[config.mk]
export PLATFORM = sky130hd
export DESIGN_NAME = single_double_click_detector_unit
export DESIGN_NICKNAME = d
export VERILOG_FILES = /design/src/hdl/sdcd_pkg.sv /design/src/hdl/single_double_click_detector_unit.sv
export SDC_FILE = /design/constraint.sdc
export NUM_CORES = 1
export LEC_CHECK = 0
export BUFFER_PORTS_ARGS = -buffer_cell sky130_fd_sc_hd__buf_2
export CORE_AREA = 2 2 110 112
export DETAILED_ROUTE_END_ITERATION = 8
export DIE_AREA = 0 0 112 114
export PLACE_DENSITY_LB_ADDON = 0.12
export SLEW_MARGIN = 20
export SYNTH_ARGS = -nofsm -noshare
export SYNTH_HDL_FRONTEND = slang
export SYNTH_SLANG_ARGS = --single-unit
[constraint.sdc]
create_clock -name clock -period 5.65 [get_ports clock]
set_input_delay 1.13 -clock clock [delete_from_list [all_inputs] [get_ports clock]]
set_output_delay 1.13 -clock clock [all_outputs]
set_load 0.02 [all_outputs]
[src/hdl/sdcd_pkg.sv]
// ----------------------------------------------------------------------------
// sdcd_pkg
// Shared constants and types for the single/double click detector.
// ----------------------------------------------------------------------------
package sdcd_pkg;

   localparam int COUNT_WIDTH_DEFAULT = 16;
   localparam int WINDOW_WIDTH        = 8;
   localparam int CODE_WIDTH          = 2;
   localparam int PRESS_WIDTH         = 2;

   localparam logic [WINDOW_WIDTH-1:0] WINDOW_RESET = 8'd50;

   typedef logic [CODE_WIDTH-1:0]  click_code_type;
   typedef logic [PRESS_WIDTH-1:0] press_count_type;

   localparam click_code_type CLICK_NONE   = 2'd0;
   localparam click_code_type CLICK_SINGLE = 2'd1;
   localparam click_code_type CLICK_DOUBLE = 2'd2;

   localparam press_count_type PRESS_NONE   = 2'd0;
   localparam press_count_type PRESS_ONE    = 2'd1;
   localparam press_count_type PRESS_TWO    = 2'd2;

endpackage

[src/hdl/single_double_click_detector_unit.sv]
// ----------------------------------------------------------------------------
// single_double_click_detector_unit
// Classifies sampled ticks of an active-low button into single and double
// clicks, with a configurable wait window that is also the long-hold limit.
// ----------------------------------------------------------------------------
//  channel   direction  handshake                 payload
//  req_      in         req_valid / req_stall     req_key_level
//  rsp_      out        rsp_valid / rsp_stall     rsp_click_code
//  csr_      in         csr_write_enable          csr_write_data
//
//  One word per cycle while req_stall is low: the state update is one pass of
//  compare and increment logic from the state registers into the result register.
//  Each accepted word yields one result word in the result or skid register.
//  A two-entry output (result register plus skid register) lets a word be
//  taken while the result waits; req_stall rises only when both are full.
//  Synchronous active-high reset clears state and sets the window to 50.
// ----------------------------------------------------------------------------
module single_double_click_detector_unit #(
   parameter int COUNT_WIDTH = sdcd_pkg::COUNT_WIDTH_DEFAULT
) (
   input  logic                                clock,
   input  logic                                reset,
   input  logic                                req_valid,
   output logic                                req_stall,
   input  logic                                req_key_level,
   output logic                                rsp_valid,
   input  logic                                rsp_stall,
   output logic [sdcd_pkg::CODE_WIDTH-1:0]     rsp_click_code,
   input  logic                                csr_write_enable,
   input  logic [sdcd_pkg::WINDOW_WIDTH-1:0]   csr_write_data
);

   localparam logic [COUNT_WIDTH-1:0] CNT_MAX = {COUNT_WIDTH{1'b1}};

   logic [sdcd_pkg::WINDOW_WIDTH-1:0] window_ff;
   logic                              latch_ff, latch_in;
   logic                              edge_taken_ff, edge_taken_in;
   sdcd_pkg::press_count_type         press_count_ff, press_count_in;
   logic [COUNT_WIDTH-1:0]            wait_count_ff, wait_count_in;
   logic [COUNT_WIDTH-1:0]            held_count_ff, held_count_in;

   logic                              rsp_valid_ff;
   sdcd_pkg::click_code_type          rsp_code_ff;
   logic                              skid_valid_ff;
   sdcd_pkg::click_code_type          skid_code_ff;

   sdcd_pkg::click_code_type          code_in;
   logic                              accept;
   logic                              rsp_take;
   logic [COUNT_WIDTH-1:0]            window_ext;
   sdcd_pkg::press_count_type         press_step;
   logic                              edge_step;
   logic [COUNT_WIDTH-1:0]            wait_step;

   assign accept     = req_valid && !req_stall;
   assign rsp_take   = rsp_valid_ff && !rsp_stall;
   assign req_stall  = skid_valid_ff;
   assign rsp_valid  = rsp_valid_ff;
   assign rsp_click_code = rsp_code_ff;
   assign window_ext = {{(COUNT_WIDTH-sdcd_pkg::WINDOW_WIDTH){1'b0}}, window_ff};

   always_comb begin
      held_count_in  = req_key_level ? '0 :
                       ((held_count_ff != CNT_MAX) ? held_count_ff + 1'b1 : CNT_MAX);
      latch_in       = latch_ff || !req_key_level;
      edge_taken_in  = edge_taken_ff;
      press_count_in = press_count_ff;
      wait_count_in  = wait_count_ff;
      code_in        = sdcd_pkg::CLICK_NONE;
      press_step     = press_count_ff;
      edge_step      = edge_taken_ff;
      wait_step      = (wait_count_ff != CNT_MAX) ? wait_count_ff + 1'b1 : CNT_MAX;

      if (!edge_taken_ff && latch_in) begin
         press_step = press_count_ff + 1'b1;
         edge_step  = 1'b1;
      end

      if (!edge_taken_ff && press_step == sdcd_pkg::PRESS_TWO) begin
         // second press: report at once, skip release and wait handling
         press_count_in = sdcd_pkg::PRESS_NONE;
         wait_count_in  = '0;
         edge_taken_in  = edge_step;
         code_in        = sdcd_pkg::CLICK_DOUBLE;
      end else begin
         press_count_in = press_step;
         edge_taken_in  = edge_step;
         if (req_key_level) begin
            latch_in      = 1'b0;
            edge_taken_in = 1'b0;
         end
         if (press_step == sdcd_pkg::PRESS_ONE) begin
            wait_count_in = wait_step;
            if (wait_step > window_ext && held_count_in < window_ext) begin
               press_count_in = sdcd_pkg::PRESS_NONE;
               wait_count_in  = '0;
               code_in        = sdcd_pkg::CLICK_SINGLE;
            end else if (held_count_in > window_ext) begin
               // long hold: drop the pending press
               press_count_in = sdcd_pkg::PRESS_NONE;
               wait_count_in  = '0;
            end
         end
      end
   end

   always_ff @(posedge clock) begin
      if (reset) begin
         window_ff      <= sdcd_pkg::WINDOW_RESET;
         latch_ff       <= 1'b0;
         edge_taken_ff  <= 1'b0;
         press_count_ff <= sdcd_pkg::PRESS_NONE;
         wait_count_ff  <= '0;
         held_count_ff  <= '0;
      end else begin
         if (csr_write_enable) begin
            window_ff <= csr_write_data;
         end
         if (accept) begin
            latch_ff       <= latch_in;
            edge_taken_ff  <= edge_taken_in;
            press_count_ff <= press_count_in;
            wait_count_ff  <= wait_count_in;
            held_count_ff  <= held_count_in;
         end
      end
   end

   always_ff @(posedge clock) begin
      if (reset) begin
         rsp_valid_ff  <= 1'b0;
         skid_valid_ff <= 1'b0;
      end else begin
         if (!rsp_valid_ff || rsp_take) begin
            // output free: load from skid first, else the new word
            if (skid_valid_ff) begin
               rsp_valid_ff  <= 1'b1;
               skid_valid_ff <= 1'b0;
            end else begin
               rsp_valid_ff <= accept;
            end
         end else if (accept) begin
            skid_valid_ff <= 1'b1;
         end
      end
   end

   always_ff @(posedge clock) begin
      if (!rsp_valid_ff || rsp_take) begin
         rsp_code_ff <= skid_valid_ff ? skid_code_ff : code_in;
      end
      if (rsp_valid_ff && !rsp_take && accept) begin
         skid_code_ff <= code_in;
      end
   end

   a_skid_needs_out: assert property (@(posedge clock) disable iff (reset)
      skid_valid_ff |-> rsp_valid_ff)
      else $error("skid holds a word while the output register is empty");

   a_press_pending: assert property (@(posedge clock) disable iff (reset)
      press_count_ff == sdcd_pkg::PRESS_NONE || press_count_ff == sdcd_pkg::PRESS_ONE)
      else $error("press count left above one");

   a_wait_idle: assert property (@(posedge clock) disable iff (reset)
      (wait_count_ff != '0) |-> (press_count_ff == sdcd_pkg::PRESS_ONE))
      else $error("wait counter running with no pending press");

   a_edge_latch: assert property (@(posedge clock) disable iff (reset)
      edge_taken_ff |-> latch_ff)
      else $error("press counted without a latched press");

   a_reset_empty: assert property (@(posedge clock)
      $past(reset) |-> (!rsp_valid_ff && !skid_valid_ff))
      else $error("output not empty after reset");

endmodule
## After elaboration in Yosys (flattened, before gate mapping)

Index checks and enable logic that the tools add are counted.
Widths: inputs -> output; s select.

- Register bits after elaboration: 50
- Bits of input ports: 14
- Logic and storage cells: 60
- Output and inout port bits: 4

- Equal/unequal tests: 4
- Magnitude comparators: 3
- Multiplexer cells: 22
- Add/sub/neg operators: 3
- Reduce and logical (&&, ||, !) cells: 18

Operators by type and width:

| operator | count |
|---|---|
| $mux 16 | 7 |
| $add 16x1->16 const B | 2 |
| $gt 16x8->1 | 2 |
| $ne 16x16->1 const B | 2 |
| $lt 16x8->1 | 1 |
| $mux 2 | 7 |
| $mux 1 | 8 |
| $logic_and 1x1->1 | 7 |
| $logic_not 1->1 | 6 |
| $add 2x1->2 const B | 1 |
| $eq 2x1->1 const B | 1 |
| $eq 2x2->1 const B | 1 |
| $logic_or 1x1->1 | 2 |
| $reduce_and 2->1 | 1 |
| $reduce_bool 2->1 | 1 |
| $reduce_or 2->1 | 1 |

## Logic depth before layout (Yosys ltp)

Gate-level depths: netlist (run 1).

- Word-level depth: 9
- Gate-level depth with buffers: 16
- Mapped depth without buffers: 14

## Worst setup path before layout (run 1)

Ideal clock, no wire load.

- Path kind: register to register
- Start: register held_count_ff[0]
- End: register wait_count_ff[12]
- Path slack: 2,208 ps
- Required time: 5,580 ps
- Period minus slack after synthesis: 3,442 ps
- Arrival time: 3,371 ps
- Path buffers: 2
- Cell stages (with the launch flop): 16
- Path through: dfxtp_1 ha_1 nand3_1 or4_2 clkbuf_1 a21oi_1 ha_1 nor2b_1 o21ai_0 nand2b_1 a21oi_1 o21ai_0 o21ai_2 clkbuf_8 nand4_1 a21oi_1

- Cells in the longest elaborated chain, start to end: 8
- Elaborated cells on any way between the ends: 11
- Those cells by class: 1 x add/sub; 2 x order compare; 1 x eq/ne; 6 x mux; 1 x reduce/logical

Ends and longest elaborated chain:

| item | line | text |
|---|---|---|
| start: declaration | single_double_click_detector_unit.sv:40 | `logic [COUNT_WIDTH-1:0] held_count_ff, held_count_in;` |
| start signal: assignment | single_double_click_detector_unit.sv:124 | `held_count_ff <= held_count_in;` |
| $add 16x1->16 or $ne 16x16->1 (tied branches) | single_double_click_detector_unit.sv:64 | `((held_count_ff != CNT_MAX) ? held_count_ff + 1'b1 : CNT_MAX);` |
| $mux 16 (*) | single_double_click_detector_unit.sv:64 |  |
| $mux 16 (*) | single_double_click_detector_unit.sv:63 | `held_count_in = req_key_level ? '0 :` |
| net held_count_in[1] | single_double_click_detector_unit.sv:40 |  |
| $gt 16x8->1 or $lt 16x8->1 (tied branches) | single_double_click_detector_unit.sv:98, single_double_click_detector_unit.sv:94 |  |
| $mux 16 or $logic_and 1x1->1 (tied branches) | single_double_click_detector_unit.sv:98, single_double_click_detector_unit.sv:94 |  |
| $mux 16 (*) | single_double_click_detector_unit.sv:94 | `if (wait_step > window_ext && held_count_in < window_ext) begin` |
| $mux 16 (*) | single_double_click_detector_unit.sv:92 | `if (press_step == sdcd_pkg::PRESS_ONE) begin` |
| $mux 16 (*) | single_double_click_detector_unit.sv:79 | `if (!edge_taken_ff && press_step == sdcd_pkg::PRESS_TWO) begin` |
| end signal: assignment | single_double_click_detector_unit.sv:123 | `wait_count_ff <= wait_count_in;` |
| end: declaration | single_double_click_detector_unit.sv:39 | `logic [COUNT_WIDTH-1:0] wait_count_ff, wait_count_in;` |

Mark *: on every way through the listed nets, which the timed path passes. The rest lies on a longest branch. The select of a mux whose other input is x is not followed.
A chain may end at the register's enable or synchronous reset.

## Worst setup path after layout (run 1)

- Start: register held_count_ff[0]
- End: register wait_count_ff[10]

The elaborated chain is that of the path after synthesis.

==> results of run 1 <==
## worst max-delay path: stages (launching register included)
cell	delay, ns
dfxtp_1	0.41
ha_1	0.22
nand3_1	0.17
or4_2	0.87
a21oi_1	0.26
ha_1	0.27
nor2b_1	0.13
o21ai_0	0.15
nand2b_1	0.07
a21oi_1	0.17
o21ai_0	0.19
o21ai_2	0.67
a41oi_1	0.21
nor3_1	0.24
## area by class of cell
| type | count | share of cell area, % |
|---|---|---|
| clock buffer | 6 | 4.14 |
| clock inverter | 2 | 0.276 |
| inverter | 17 | 1.76 |
| multi-input combinational | 323 | 57.1 |
| sequential | 50 | 28.7 |
| tap | 147 | 5.07 |
| timing repair buffer | 20 | 2.97 |
## final timing paths
kind                               endpoint  slack [ns]  cells after the start
min              edge_taken_ff$_SDFFE_PP0P_        0.49                      2
max reg2reg  wait_count_ff[10]$_SDFFE_PP0P_        1.52                     13
min reg2reg      edge_taken_ff$_SDFFE_PP0P_        0.49                      2
max          wait_count_ff[10]$_SDFFE_PP0P_        1.52                     13
## flip-flops by register name, summed over array words and instances (netlist names)
signal,flops
rsp_valid,1
rsp_click_code,2
req_stall,1
wait_count_ff,16
held_count_ff,16
latch_ff,1
press_count_ff,2
edge_taken_ff,1
skid_code_ff,2
window_ff,8
## metal layers
| layer | routed length, um | global-route usage [%] | vias up | share of wire (%) |
|---|---|---|---|---|
| met2 | 3990 | 22.6 | 29 | 46 |
| li1 | - | - | 1529 | - |
| met5 | 0 | 0 | - | 0 |
| met1 | 4270 | 18.4 | 1405 | 49 |
| met4 | 137 | 5.04 | 0 | 1.6 |
| met3 | 272 | 3.40 | 13 | 3.1 |
## kinds of logic (layout without fill, tap and decap cells)
| logic type | count (synthesis) | after routing | share of synthesized area [%] |
|---|---|---|---|
| simple gates | 176 | 176 | 27.5 |
| compound gates | 105 | 105 | 20.1 |
| flops | 50 | 50 | 30.8 |
| buf+inv | 49 | 45 | 8.19 |
| fa+ha+maj | 18 | 18 | 6.67 |
| xor+xnor | 13 | 13 | 3.37 |
| mux | 11 | 11 | 3.41 |
## cell usage in the layout (no fill, tap or decap), types with 4 or more instances in the layout
cell,n
nand2b_1,6
mux2_2,4
nor2_1,19
nand2_1,65
nor3_1,9
nand4_1,28
dfxtp_1,46
nor2b_1,4
edfxtp_1,4
nor4_1,4
o21ai_0,10
mux2i_1,7
nand3_1,15
o211ai_1,6
o21a_1,4
a41oi_1,4
a21oi_1,48
ha_1,18
o2111ai_1,4
buf_2,17
and3_1,4
clkbuf_16,6
xnor2_1,7
a31oi_1,5
xor2_1,6
inv_1,17
## through the flow
stage | hold WS [ns] | setup WS (ns) | util, % | total power, uW
after CTS | 0.491 | 1.52 | 31.0 | 815
after floorplan | 0.454 | 2.21 | - | 451
after global routing | 0.507 | 1.26 | 31.0 | 841
final | 0.494 | 1.52 | 31.0 | 799
after detailed placement | 0.483 | 1.53 | 29.6 | 474
after global placement | 0.478 | 1.68 | 29.6 | 472
## power by group through the flow
stage / Sequential, uW / Clock [uW] / Combinational (uW)
2_1_floorplan: 381 / 0 / 69.3
3_3_place_gp: 382 / 0 / 89.4
3_5_place_dp: 382 / 0 / 91.4
4_1_cts: 374 / 349 / 91.7
5_1_grt: 375 / 363 / 102
6_report: 374 / 334 / 90.3
==> out/results.tsv, run 1 <==
stage	metric	value	unit
synth	ys flop type	dfxtp_1	
power	sequential share of power	46.8	%
finish	fillcell total	1290	
power	Pwr Density	220	nW/um2
cts	postcts setup bufs	0	
routing	First-pass DRT Iterations	4	
timing	Tmin final	4.13	ns
power	Comb pwr share	11.3	%
cts	H-tree depth	2	
grt	total gr overflow	0	
cts	CTS Buf Count	5	
cts	Max Buffers Root-to-Sink	2	
timing	RSZ-0062 raised after global routing	false	
synth	Mapped Nets	454	
finish	register area	1040	um2
cts	CTS Hold Bufs	0	
cts	Worst-path clk slew	0.07	ns
place	Final Wtd Congestion	0.791	
cts	CTS sink count	50	
timing	setup tns final	0	ns
grt	first-pass GRT wire length	14.4	mm
synth	Yosys cell types	65	
synth	share of the synthesized area in the top cell type	27.3	%
synth	sequential share of the synthesized area	30.8	%
synth	average size of a mapped cell	8.00	um2
finish	non-filler instance count after layout	565	
run	MaxCap Viol Count	0	
grt	largest net degree at the start of global routing	37	
power	peak supply drop	129	uV
grt	initial antenna violation count	0	
synth	Mapped Cells	422	
critical_path	Crit Path Max Fanout	17	
cts	post-cts resize count	0	
finish	Multi-input gate area	2070	um2
timing	Slew Viols, Final	0	
routing	Vias	2976	
timing	final setup violation count	0	
timing	final hold violation count	0	
place	Placement Cell Area	3460	um2
timing	Slew HR	42.6	%
timing	max frequency	242	MHz
min_path	HP Start	latch_ff$_SDFFE_PP0P_	
place	number of buffers added on ports	17	
finish	nets	449	
synth	Yosys top cell by area	dfxtp_1	
synth	Synth Register Bits	50	
floorplanning	Die Y	114	um
routing	Post-DRT Antenna Nets	0	
synth	Post-synth top cells	nand2_1 (65), a21oi_1 (48), dfxtp_1 (46)	
floorplanning	I/O pins	18	
critical_path	endpoint class of the critical path	register	
cts	Skew-Pair Late Insertion Delay	0.30	ns
timing	Least-Margin Pin Slew	0.861	ns
synth	EDFF count, synth	4	
routing	wire length per cell	15.4	um
floorplanning	Rows	40	
power	Int Power	587	uW
cts	Root Buffer	clkbuf_16	
routing	residual DRC count	0	
finish	Layout area overhead	7.38	%
routing	Vias/cell	5.27	
place	Post-DP HPWL	6.05	mm
critical_path	kind of critical path	register to register	
grt	GRT Total Usage	14.0	%
cts	CTS tree	done	
power	Clock Power Share	41.8	%
synth	YS warnings	0	
finish	fraction of layout cells with a size suffix above 1	11.7	%
finish	Design Area, Final	3620	um2
grt	vias in the first global route	2842	
power	switching pwr	212	uW
finish	Antenna diodes	0	
critical_path	Critical Path AT	4.34	ns
min_path	hold crit path type	register to register	
critical_path	Critical Path Start Type	register	
status	outcome	finished clean	
floorplanning	die width	112	um
floorplanning	die area	12800	um2
critical_path	CP startpoint	held_count_ff[0]$_SDFFE_PP0P_	
synth	most numerous cell in the Yosys netlist	nand2_1	
floorplanning	Initial Utilization	28.8	%
synth	Async SR Flop Fraction	0	%
routing	Final Routed Wirelength	8.67	mm
critical_path	Worst EP required	5.86	ns
critical_path	reg2reg start	held_count_ff[0]$_SDFFE_PP0P_	
synth	Netlist Area Pre-Place	3380	um2
timing	final period utilization	73.1	%
power	Leakage	0.00134	uW
synth	Synth area leaders	dfxtp_1 (27%), nand2_1 (7.2%), a21oi_1 (7.1%)	
place	placed insts	557	
power	Sw Share	26.5	%
routing	1st-iter DRT viols	133	
timing	final clock skew	0.00707	ns
floorplanning	Placeable Area	11700	um2
Power figures use the tool's default switching activity.
==> inputs of run 2 (changes only) <==
clock period = 3.6 ns   (was 5.65 ns; I/O delays follow)
==> out/results.tsv, run 2 (same netlist as run 1, synthesis figures left out) <==
stage	metric	value	unit
min_path	hold depth	2	
critical_path	Crit Path Max Fanout	17	
finish	most frequent cells in the layout	nand2_1 (65), a21oi_1 (47), dfxtp_1 (46), nand4_1 (28), buf_4 (21)	
cts	CTS tree	done	
cts	post-cts resize count	0	
finish	fraction of layout cells with a size suffix above 1	15.8	%
routing	Vias/cell	5.29	
finish	non-filler instance count after layout	584	
finish	nets	468	
grt	GRT Total Usage	14.7	%
timing	final clock skew	0.00632	ns
cts	H-tree depth	2	
critical_path	Worst R2R Path Depth	13	
cts	CTS sink count	50	
routing	Final Routed Wirelength	8.94	mm
cts	Worst-path clk slew	0.07	ns
routing	Post-DRT Antenna Nets	0	
place	Final Wtd Congestion	0.794	
place	worst slack, placed	0.0486	ns
cts	CTS Hold Bufs	0	
min_path	HP Start	wait_count_ff[7]$_SDFFE_PP0P_	
finish	Antenna diodes	0	
power	Sw Share	25.8	%
routing	First-pass DRT Iterations	4	
cts	CTS Buf Count	5	
grt	vias in the first global route	3004	
finish	Layout area overhead	12.3	%
timing	Slew HR	41.3	%
timing	final setup violation count	0	
timing	final hold violation count	0	
power	sequential share of power	46.6	%
timing	max frequency	306	MHz
power	total chip power	1250	uW
critical_path	Critical Path AT	3.47	ns
status	outcome	finished clean	
grt	initial antenna violation count	0	
timing	final period utilization	90.7	%
timing	Slew Viols, Final	0	
power	switching pwr	323	uW
timing	worst setup margin	0.335	ns
place	placed insts	576	
grt	total gr overflow	0	
power	peak supply drop	153	uV
min_path	WHS Endpoint	wait_count_ff[7]$_SDFFE_PP0P_	
floorplanning	I/O pins	18	
timing	Least-Margin Pin Slew	0.881	ns
timing	setup tns final	0	ns
routing	residual DRC count	0	
floorplanning	Initial Utilization	28.8	%
power	Pwr Density	331	nW/um2
floorplanning	die width	112	um
finish	fillcell total	1273	
routing	wire length per cell	15.3	um
grt	largest net degree at the start of global routing	26	
finish	Largest regs	held_count_ff: 16 flops, wait_count_ff: 16 flops, window_ff: 8 flops	
routing	1st-iter DRT viols	157	
critical_path	Worst EP required	3.81	ns
place	number of buffers added on ports	17	
place	Post-DP HPWL	6.45	mm
timing	Tmin final	3.26	ns
run	MaxCap Viol Count	0	
power	Comb pwr share	12.3	%
power	Int Power	931	uW
cts	Max Buffers Root-to-Sink	2	
floorplanning	die area	12800	um2
power	Clock Power Share	41.2	%
cts	Root Buffer	clkbuf_16	
critical_path	endpoint class of the critical path	register	
floorplanning	Placeable Area	11700	um2
finish	most common cell after layout, fill and taps aside	nand2_1	
finish	post-layout util	32.4	%
critical_path	kind of critical path	register to register	
grt	first-pass GRT wire length	15.4	mm
cts	postcts setup bufs	0	
floorplanning	Rows	40	
critical_path	Critical Path Start Type	register	
min_path	hold crit path type	register to register	
power	Leakage	0.00144	uW
floorplanning	Die Y	114	um
critical_path	reg2reg start	held_count_ff[1]$_SDFFE_PP0P_	
critical_path	Worst R2R Setup Slack	0.34	ns
critical_path	FF-to-FF End	wait_count_ff[10]$_SDFFE_PP0P_	
routing	Vias	3090	
timing	RSZ-0062 raised after global routing	false	
cts	Skew-Pair Late Insertion Delay	0.29	ns
[run 2: area by class of cell]
| class | count | area (um2) | share of cell area (%) |
|---|---|---|---|
| multi-input cells | 323 | 2080 | 54.8 |
| flip-flops and latches | 50 | 1040 | 27.4 |
| repair buffers | 39 | 263 | 6.93 |
| well taps | 147 | 184 | 4.85 |
| clock buffers | 7 | 154 | 4.06 |
| inverters | 17 | 63.8 | 1.68 |
| clock inverters | 1 | 7.51 | 0.198 |
[run 2: routing by layer]
| layer | routed length, um | GRT usage (%) | up-vias |
|---|---|---|---|
| met2 | 4180 | 24.2 | 32 |
| met4 | 147 | 4.80 | 0 |
| met1 | 4440 | 19.9 | 1481 |
| met3 | 174 | 2.44 | 10 |
| met5 | 0 | 0 | - |
| li1 | - | - | 1567 |
[run 2: how the worst max path moves through the flow]
stage,cells after the start,startpoint,endpoint
floorplan,15,held_count_ff[0]$_SDFFE_PP0P_,wait_count_ff[12]$_SDFFE_PP0P_
global placement,12,held_count_ff[6]$_SDFFE_PP0P_,rsp_click_code[0]$_DFFE_PN_
detailed placement,14,held_count_ff[0]$_SDFFE_PP0P_,wait_count_ff[10]$_SDFFE_PP0P_
CTS,14,held_count_ff[1]$_SDFFE_PP0P_,wait_count_ff[10]$_SDFFE_PP0P_
global route,13,held_count_ff[1]$_SDFFE_PP0P_,wait_count_ff[10]$_SDFFE_PP0P_
finish,13,held_count_ff[1]$_SDFFE_PP0P_,wait_count_ff[10]$_SDFFE_PP0P_
[run 2: critical path, cell delays in order (launching register included)]
cell and delay [ns]:
dfxtp_1 0.34, ha_1 0.22, nand3_1 0.12, or4_4 0.64
a21oi_1 0.22, ha_1 0.28, a21o_1 0.16, a21o_1 0.17
a21oi_1 0.18, o21ai_1 0.16, o21ai_2 0.19, buf_12 0.17
a41oi_1 0.12, nor3_1 0.19
[run 2: stage by stage]
step | hold slack [ns] | area (um2)
floorplan | 0.454 | 3380
global placement | 0.474 | 3620
detailed placement | 0.477 | 3620
CTS | 0.487 | 3780
global route | 0.518 | 3790
finish | 0.482 | 3790
[run 2: power groups by stage]
stage	Clock, uW	Sequential [uW]	Combinational, uW
6_report	516	584	154
5_1_grt	561	586	176
4_1_cts	539	584	155
3_5_place_dp	0	597	154
3_3_place_gp	0	598	153
2_1_floorplan	0	598	109
==> inputs of run 3 (changes only) <==
CORE_AREA = 2 2 86 88   (was 2 2 110 112)
DIE_AREA = 0 0 88 90   (was 0 0 112 114)
PLACE_DENSITY = 0.7   (was not set)
PLACE_DENSITY_LB_ADDON = not set   (was 0.12)
==> out/results.tsv, run 3 (same netlist as run 1, synthesis figures left out) <==
stage	metric	value	unit
status	outcome	finished clean	
floorplanning	Initial Utilization	48.1	%
routing	Vias/cell	5.85	
finish	Layout area overhead	6.93	%
grt	largest net degree at the start of global routing	37	
grt	initial antenna violation count	0	
timing	Tmin final	3.34	ns
grt	total gr overflow	0	
timing	max frequency	300	MHz
timing	Slew Viols, Final	0	
finish	fraction of layout cells with a size suffix above 1	13.9	%
critical_path	endpoint class of the critical path	register	
timing	final clock skew	0.0120	ns
routing	Final Routed Wirelength	7.65	mm
power	Leakage	0.00138	uW
power	Clock Power Share	33.2	%
floorplanning	die area	7920	um2
run	MaxCap Viol Count	0	
critical_path	CP startpoint	held_count_ff[1]$_SDFFE_PP0P_	
timing	Slew HR	45.0	%
cts	Worst-path clk slew	0.09	ns
floorplanning	Die Y	90	um
grt	GRT Total Usage	20.3	%
finish	Antenna diodes	0	
finish	non-filler instance count after layout	530	
grt	first-pass GRT wire length	13.1	mm
timing	Least-Margin Pin Slew	0.826	ns
grt	vias in the first global route	2890	
routing	Post-DRT Antenna Nets	0	
finish	most common cell after layout, fill and taps aside	nand2_1	
floorplanning	I/O pins	18	
power	sequential share of power	53.9	%
power	switching pwr	284	uW
finish	fillcell total	675	
power	Pwr Density	302	nW/um2
cts	Max Buffers Root-to-Sink	2	
routing	First-pass DRT Iterations	4	
timing	final hold violation count	0	
cts	Skew-Pair Late Insertion Delay	0.31	ns
routing	wire length per cell	14.4	um
place	number of buffers added on ports	17	
cts	CTS sink count	50	
cts	Root Buffer	clkbuf_8	
timing	RSZ-0062 raised after global routing	false	
critical_path	Crit Path Max Fanout	17	
min_path	HP Start	wait_count_ff[7]$_SDFFE_PP0P_	
finish	most frequent cells in the layout	nand2_1 (65), a21oi_1 (48), dfxtp_1 (46), nand4_1 (28), nor2_1 (19)	
finish	nets	462	
critical_path	reg2reg start	held_count_ff[1]$_SDFFE_PP0P_	
timing	final setup violation count	0	
floorplanning	Rows	31	
cts	CTS Buf Count	5	
timing	final period utilization	92.7	%
cts	H-tree depth	2	
critical_path	Critical Path AT	3.57	ns
place	Post-DP HPWL	5.50	mm
power	Comb pwr share	12.9	%
power	Sw Share	26.1	%
timing	setup tns final	0	ns
cts	CTS tree	done	
power	peak supply drop	162	uV
grt	busiest layer in global routing	met2	
place	Final Wtd Congestion	0.935	
critical_path	Worst EP required	3.83	ns
grt	met3 Use GR	2.39	%
place	placed insts	522	
finish	Largest regs	held_count_ff: 16 flops, wait_count_ff: 16 flops, window_ff: 8 flops	
power	Int Power	805	uW
cts	CTS Hold Bufs	0	
critical_path	Critical Path Start Type	register	
critical_path	kind of critical path	register to register	
critical_path	Worst R2R Setup Slack	0.26	ns
min_path	hold crit path type	register to register	
routing	residual DRC count	0	
routing	1st-iter DRT viols	174	
floorplanning	die width	88	um
grt	M1 GR Usage	27.7	%
routing	Vias	3099	
floorplanning	Placeable Area	7020	um2
grt	met2 GRT Util	32.1	%
-- run 3: critical path, stage by stage (launching register included) --
cell and delay, ns:
dfxtp_1 0.40, ha_1 0.22, nand3_1 0.10, or4_4 0.63, a21oi_1 0.22, ha_1 0.27, nor2b_1 0.13, o21ai_0 0.14
nand2b_1 0.08, a21oi_1 0.19, o21ai_0 0.20, o21ai_2 0.18, buf_6 0.19, a41oi_1 0.13, nor3_1 0.19
-- run 3: per-stage QoR --
stage / hold WS [ns] / total power, uW / utilization, % / worst slack, ns / area (um2)
after floorplan: 0.454 / 707 / - / 0.158 / 3380
after detailed placement: 0.478 / 740 / 49.9 / 0.0400 / 3500
after CTS: 0.492 / 1110 / 51.3 / 0.0355 / 3600
after global placement: 0.468 / 734 / 49.9 / 0.192 / 3500
after global routing: 0.516 / 1150 / 51.4 / 0.000703 / 3610
final: 0.492 / 1090 / 51.4 / 0.265 / 3610
-- run 3: final timing paths --
| kind | to | depth (start not counted) |
|---|---|---|
| worst min-delay path | wait_count_ff[7]$_SDFFE_PP0P_ | 2 |
| worst min register to register | wait_count_ff[7]$_SDFFE_PP0P_ | 2 |
| worst max register to register | wait_count_ff[10]$_SDFFE_PP0P_ | 14 |
| worst max-delay path | wait_count_ff[10]$_SDFFE_PP0P_ | 14 |
-- run 3: layout make-up --
class                           instances  area [um2]  area share (%)
Sequential cell                        50        1040            28.8
Timing Repair Buffer                   33         209            5.79
Inverter                               17        63.8            1.77
Clock buffer                            8         101            2.81
Tap cell                               99         124            3.43
Multi-Input combinational cell        323        2070            57.4
-- run 3: per-layer routing --
layer | part of all wire (%) | vias up
li1 | - | 1561
met1 | 46 | 1439
met2 | 48 | 86
met3 | 4.6 | 13
met4 | 1.9 | 0
met5 | 0 | -
-- run 3: repair_timing --
| action | in CTS | in global routing |
|---|---|---|
| gates resized for setup | 0 | 2 |
| setup buffers | 0 | 0 |
| endpoints found under the setup margin | 0 | 18 |
-- run 3: power by group through the flow --
| stage | Clock, uW | Combinational [uW] | Sequential [uW] |
|---|---|---|---|
| 6_report | 362 | 140 | 587 |
| 5_1_grt | 401 | 156 | 589 |
| 4_1_cts | 379 | 140 | 587 |
| 3_5_place_dp | 0 | 140 | 600 |
| 3_3_place_gp | 0 | 135 | 599 |
| 2_1_floorplan | 0 | 109 | 598 |
